File: config.mk
export PLATFORM = sky130hd
export DESIGN_NAME = hvn_queue
export DESIGN_NICKNAME = d
export VERILOG_FILES = /design/src/heightmap_vertex_normal_stream_assert.svh /design/src/hvn_pkg.sv /design/src/hvn_queue.sv
export SDC_FILE = /design/constraint.sdc
export NUM_CORES = 1
export LEC_CHECK = 0
export ABC_AREA = 0
export BUFFER_PORTS_ARGS = -buffer_cell sky130_fd_sc_hd__buf_2
export CORE_MARGIN = 3
export CORE_UTILIZATION = 55
export DETAILED_ROUTE_END_ITERATION = 16
export GPL_ROUTABILITY_DRIVEN = 0
export PLACE_DENSITY = 0.89
export SYNTH_ARGS = -nofsm -noshare
export SYNTH_HDL_FRONTEND = slang
export SYNTH_SLANG_ARGS = --single-unit
File: constraint.sdc
create_clock -name clock -period 5.2 [get_ports clock]
set_input_delay 1.04 -clock clock [delete_from_list [all_inputs] [get_ports clock]]
set_output_delay 1.04 -clock clock [all_outputs]
set_load 0.01 [all_outputs]
File: src/heightmap_vertex_normal_stream_assert.svh
// assertion macros for the rtl, included by hvn_back
`ifndef HEIGHTMAP_VERTEX_NORMAL_STREAM_ASSERT_SVH
`define HEIGHTMAP_VERTEX_NORMAL_STREAM_ASSERT_SVH

// same-cycle implication, checked outside reset
`define HVN_ASSERT_NOW(lbl, ante, cons, msg) \
   lbl: assert property (@(posedge clock) disable iff (reset) (ante) |-> (cons)) \
      else $error(msg);

// next-cycle implication, checked outside reset
`define HVN_ASSERT_NEXT(lbl, ante, cons, msg) \
   lbl: assert property (@(posedge clock) disable iff (reset) (ante) |=> (cons)) \
      else $error(msg);

`endif

File: src/hvn_pkg.sv
`timescale 1ns / 1ps
package hvn_pkg;

   // register indexes
   localparam logic [2:0] REG_GRID_SIDE     = 3'd0;
   localparam logic [2:0] REG_HEIGHT_OFFSET = 3'd1;
   localparam logic [2:0] REG_HEIGHT_GAIN   = 3'd2;
   localparam logic [2:0] REG_HEIGHT_LIMIT  = 3'd3;
   localparam logic [2:0] REG_GRID_STEP     = 3'd4;

   localparam logic signed [15:0] ONE_Q14 = 16'sd16384;
   localparam int QUEUE_DEPTH = 4;

   // one vertex handed from front to back
   typedef struct packed {
      logic [9:0]         col;
      logic [9:0]         row;
      logic signed [23:0] height;
      logic               interior;
      logic signed [24:0] vx;
      logic signed [24:0] vz;
      logic               last;
   } hvn_job_type;

endpackage

File: src/hvn_queue.sv
`timescale 1ns / 1ps
module hvn_queue (
   input  logic                clock,
   input  logic                reset,
   input  logic                push_valid,
   input  hvn_pkg::hvn_job_type push_job,
   output logic                push_ready,
   output logic                pop_valid,
   output hvn_pkg::hvn_job_type pop_job,
   input  logic                pop_ready
);
   import hvn_pkg::*;

   localparam int AW = $clog2(QUEUE_DEPTH);

   hvn_job_type       slot_ff [QUEUE_DEPTH];
   logic [AW-1:0]     wr_ptr_ff, rd_ptr_ff;
   logic [AW:0]       count_ff;
   logic              do_push, do_pop;

   assign push_ready = (count_ff != (AW+1)'(QUEUE_DEPTH));
   assign pop_valid  = (count_ff != '0);
   assign pop_job    = slot_ff[rd_ptr_ff];
   assign do_push    = push_valid && push_ready;
   assign do_pop     = pop_valid && pop_ready;

   // pointers and fill level
   always_ff @(posedge clock) begin
      if (reset) begin
         wr_ptr_ff <= '0;
         rd_ptr_ff <= '0;
         count_ff  <= '0;
      end else begin
         if (do_push) wr_ptr_ff <= wr_ptr_ff + 1'b1;
         if (do_pop)  rd_ptr_ff <= rd_ptr_ff + 1'b1;
         case ({do_push, do_pop})
            2'b10:   count_ff <= count_ff + 1'b1;
            2'b01:   count_ff <= count_ff - 1'b1;
            default: count_ff <= count_ff;
         endcase
      end
   end

   // storage
   always_ff @(posedge clock) begin
      if (do_push) slot_ff[wr_ptr_ff] <= push_job;
   end

endmodule

==> key figures <==
Route
  • Mean number of vias per cell: 5.716
  • Count of nets left with antenna violations after detail routing: 0
  • Per-cell routed wire length: 23.14 um
  • First drt pass iteration count: 4
  • Count of unresolved DRC violations after routing: 0
  • Total Routed Length: 26.43 mm
  • Iter 0 DRT Violations: 740
  • Count of vias placed by the detailed router: 6528

Final layout
  • Layout filler cell count: 1595
  • Post-layout instance area: 16940 um2
  • Nets: 886
  • Final non-filler cell total: 1142
  • Relative area change from synthesis to final layout: 18.17%
  • Area taken by flip-flops and latches: 11720 um2
  • Share of cells above drive strength 1: 45.06%
  • Area of combinational cells with multiple inputs: 2439 um2
  • Post-route core utilization: 66.67%

GRT
  • Largest net degree at the start of global routing: 97
  • Global routing usage summed across all routing layers: 19.07%
  • Wire length of the first global-routing pass: 40.98 mm
  • Initial antenna violation count: 6
  • Residual overflow from global routing: 0
  • Via count of the first global-routing pass: 6956

Placed design
  • Number of cells after detailed placement: 1068
  • Post-DP HPWL: 15.69 mm
  • Number of port buffers: 197
  • Cell area after placement: 15690 um2

Critical path
  • Element type at the critical path start: flip-flop
  • Slack of the worst reg-to-reg path: 2.62 ns
  • Arrival time at the worst endpoint: 2.31 ns
  • Count of cell instances traversed by the critical path: 3
  • Capturing element of the worst setup path: pop_job[69]
  • Cell Chain, Critical Path: buf_4, mux4_2, buf_2
  • Worst Path Class, Setup: flip-flop to output port
  • CP delay by family, top: buffers and inverters
  • CP Max Fanout: 38
  • Crit path buffers/inverters: 2
  • Critical R2R Launch: count_ff[0]
  • Endpoint of the most critical register-to-register path: slot_ff[0][71]
  • Delay of the slowest cell on the worst path: 0.62 ns
  • Worst Path Required: 4.16 ns
  • Slowest cell on the critical path: dfxtp_4
  • Register-to-Register Path Depth: 4
  • Critical Path Sink Type: output port

Synth
  • Number of storage elements in the synthesis netlist: 393
  • Number of nets in the synthesized netlist: 660
  • Most common cell in the netlist: edfxtp_1
  • Average cell area after synthesis: 25.87 um2
  • Cell taking the most area after synthesis: edfxtp_1
  • Yosys cell types: 25
  • Instance count of the mapped netlist: 554
  • Number of warning messages in the yosys log: 0
  • Netlist Area Pre-Place: 14330 um2
  • Top cells by count, synth: 384 x edfxtp_1, 96 x mux4_2, 11 x buf_2, 9 x dfxtp_1, 9 x nor2_1
  • Post-synth top area share: 80.46%
  • Dominant synthesized flop cell: edfxtp_1
  • Async set-or-reset flop fraction in the synthesized netlist: 0%
  • Seq/Total Area, Yosys: 81.72%
  • Number of enable-type register cells in the synthesized netlist: 384
  • Leading cell types by total area after synthesis: edfxtp_1 80%, mux4_2 15%, dfxtp_1 1.3%

Run status
  • Outcome: completed

Timing
  • Clk_skew: 0.008304 ns
  • Achievable Freq: 0.2987 GHz
  • Count of final max-slew check failures: 0
  • Slew of the pin with the lowest slew margin: 0.7139 ns
  • WHS: 0.5298 ns
  • Period Utilization, post-route: 64.38%
  • RSZ-0062 raised after global routing: false
  • Accumulated negative setup slack: 0 ns
  • Tmin final: 3.348 ns
  • Relative slew slack: 52.40%
  • Final hold vios: 0
  • Final number of setup-violating endpoints: 0

CTS
  • Buffer depth of the longest clock path: 3
  • Post-CTS Setup Inserts: 0
  • Clk sink count: 393
  • CTS tree: built
  • H-tree lvl count: 2
  • Clock slew at reported path FFs: 0.06 ns
  • Number of hold buffers added after CTS: 0
  • Root cell of the clock tree: clkbuf_16
  • Total clock buffers created by CTS: 40
  • Clock latency on the worst-skew pair: 0.52 ns
  • Cts repair resizes: 0

Floorplanning
  • Initial core utilization: 56.42%
  • Die boundary height: 167.4 um
  • Cell row count: 58
  • Area of the core: 25400 um2
  • Die area: 28030 um2
  • Number of top-level pins: 198
  • Horiz. Die Dim: 167.4 um

Power
  • Max rail drop VDD: 0.3370 mV
  • Leakage power summed over all cells: 5.679 nW
  • Power density over the cells: 498.0 nW/um2

Run
  • MaxCap Viol Count: 0

Worst hold path
  • Worst hold path class: flip-flop to flip-flop
  • Worst hold start: wr_ptr_ff[1]
sequential cells by signal, indices dropped and copies added, names as in the netlist, named ones only:
signal / flops
count_ff: 3
wr_ptr_ff: 2
slot_ff: 384
rd_ptr_ff: 2
tightest hold or removal path: cells and delay by family, from the launching register on:
family	cells	cell delay (ns)
flops	1	0.34
simple gates	1	0.08
mux	1	0.06
where the power goes:
part           internal (mW)  total (mW)  switching [mW]
sequential              3.82        3.92          0.0978
clock                   1.58        2.66            1.08
combinational          0.885        1.86           0.972
total                   6.28        8.43            2.15
layer usage:
metal  global-route usage (%)  vias to the layer above  routed length, um
met2                    29.50                      246              12910
met5                        0                        -                 55
met3                    6.209                       57               2271
met1                    26.79                     3386              10590
li1                         -                     2829                  -
met4                    5.478                       10                602
kinds of logic after synthesis:
logic type                 Yosys count  share of synthesized area [%]
DFF                                393                          81.72
muxes                               98                          15.23
buffers and inverters               29                          1.336
and+or+nand+nor                     18                         0.6110
AOI/OAI and AO/OA                    6                         0.2794
adders and majority gates            6                         0.5762
xor gates and xnor gates             4                         0.2445
through the flow:
stage	worst slack, ns	total power [mW]
4_1_cts	1.785	8.555
3_5_place_dp	1.960	5.875
5_1_grt	1.745	8.820
2_1_floorplan	1.059	5.253
6_report	1.852	8.434
3_3_place_gp	2.015	5.827
cell type report:
| type | instances | area share, % |
|---|---|---|
| repair buffers | 207 | 6.487 |
| diodes | 2 | 0.02955 |
| flip-flops and latches | 393 | 69.20 |
| clock inverters | 19 | 0.8718 |
| clock buffers | 53 | 6.443 |
| well taps | 330 | 2.438 |
| inverters | 6 | 0.1330 |
| multi-input cells | 132 | 14.40 |
worst min-delay path by stage:
stage,cells past startpoint,to
after floorplan,2,wr_ptr_ff[1]
after global placement,2,flip-flop
after detailed placement,2,flip-flop
after CTS,2,wr_ptr_ff[1]
after global routing,2,wr_ptr_ff[1]
final,2,wr_ptr_ff[1]
placed cells by master (no fill, tap or decap), types with 2 or more instances in the layout:
master,synthesis,routed
inv_6,0,2
nand2b_1,2,2
inv_1,6,6
clkinv_1,0,7
mux4_2,96,96
diode_2,0,2
dfxtp_1,9,7
buf_2,11,197
dfxtp_4,0,2
buf_4,0,7
edfxtp_1,384,384
buf_12,1,3
a21oi_1,2,2
and2_4,0,4
or3_1,2,2
bufinv_16,0,2
clkbuf_1,6,10
xor2_1,3,3
clkbuf_16,0,41
nor2_1,9,9
clkbuf_8,0,2
clkinv_2,0,7
ha_1,5,5
Power figures use the tool's default switching activity.
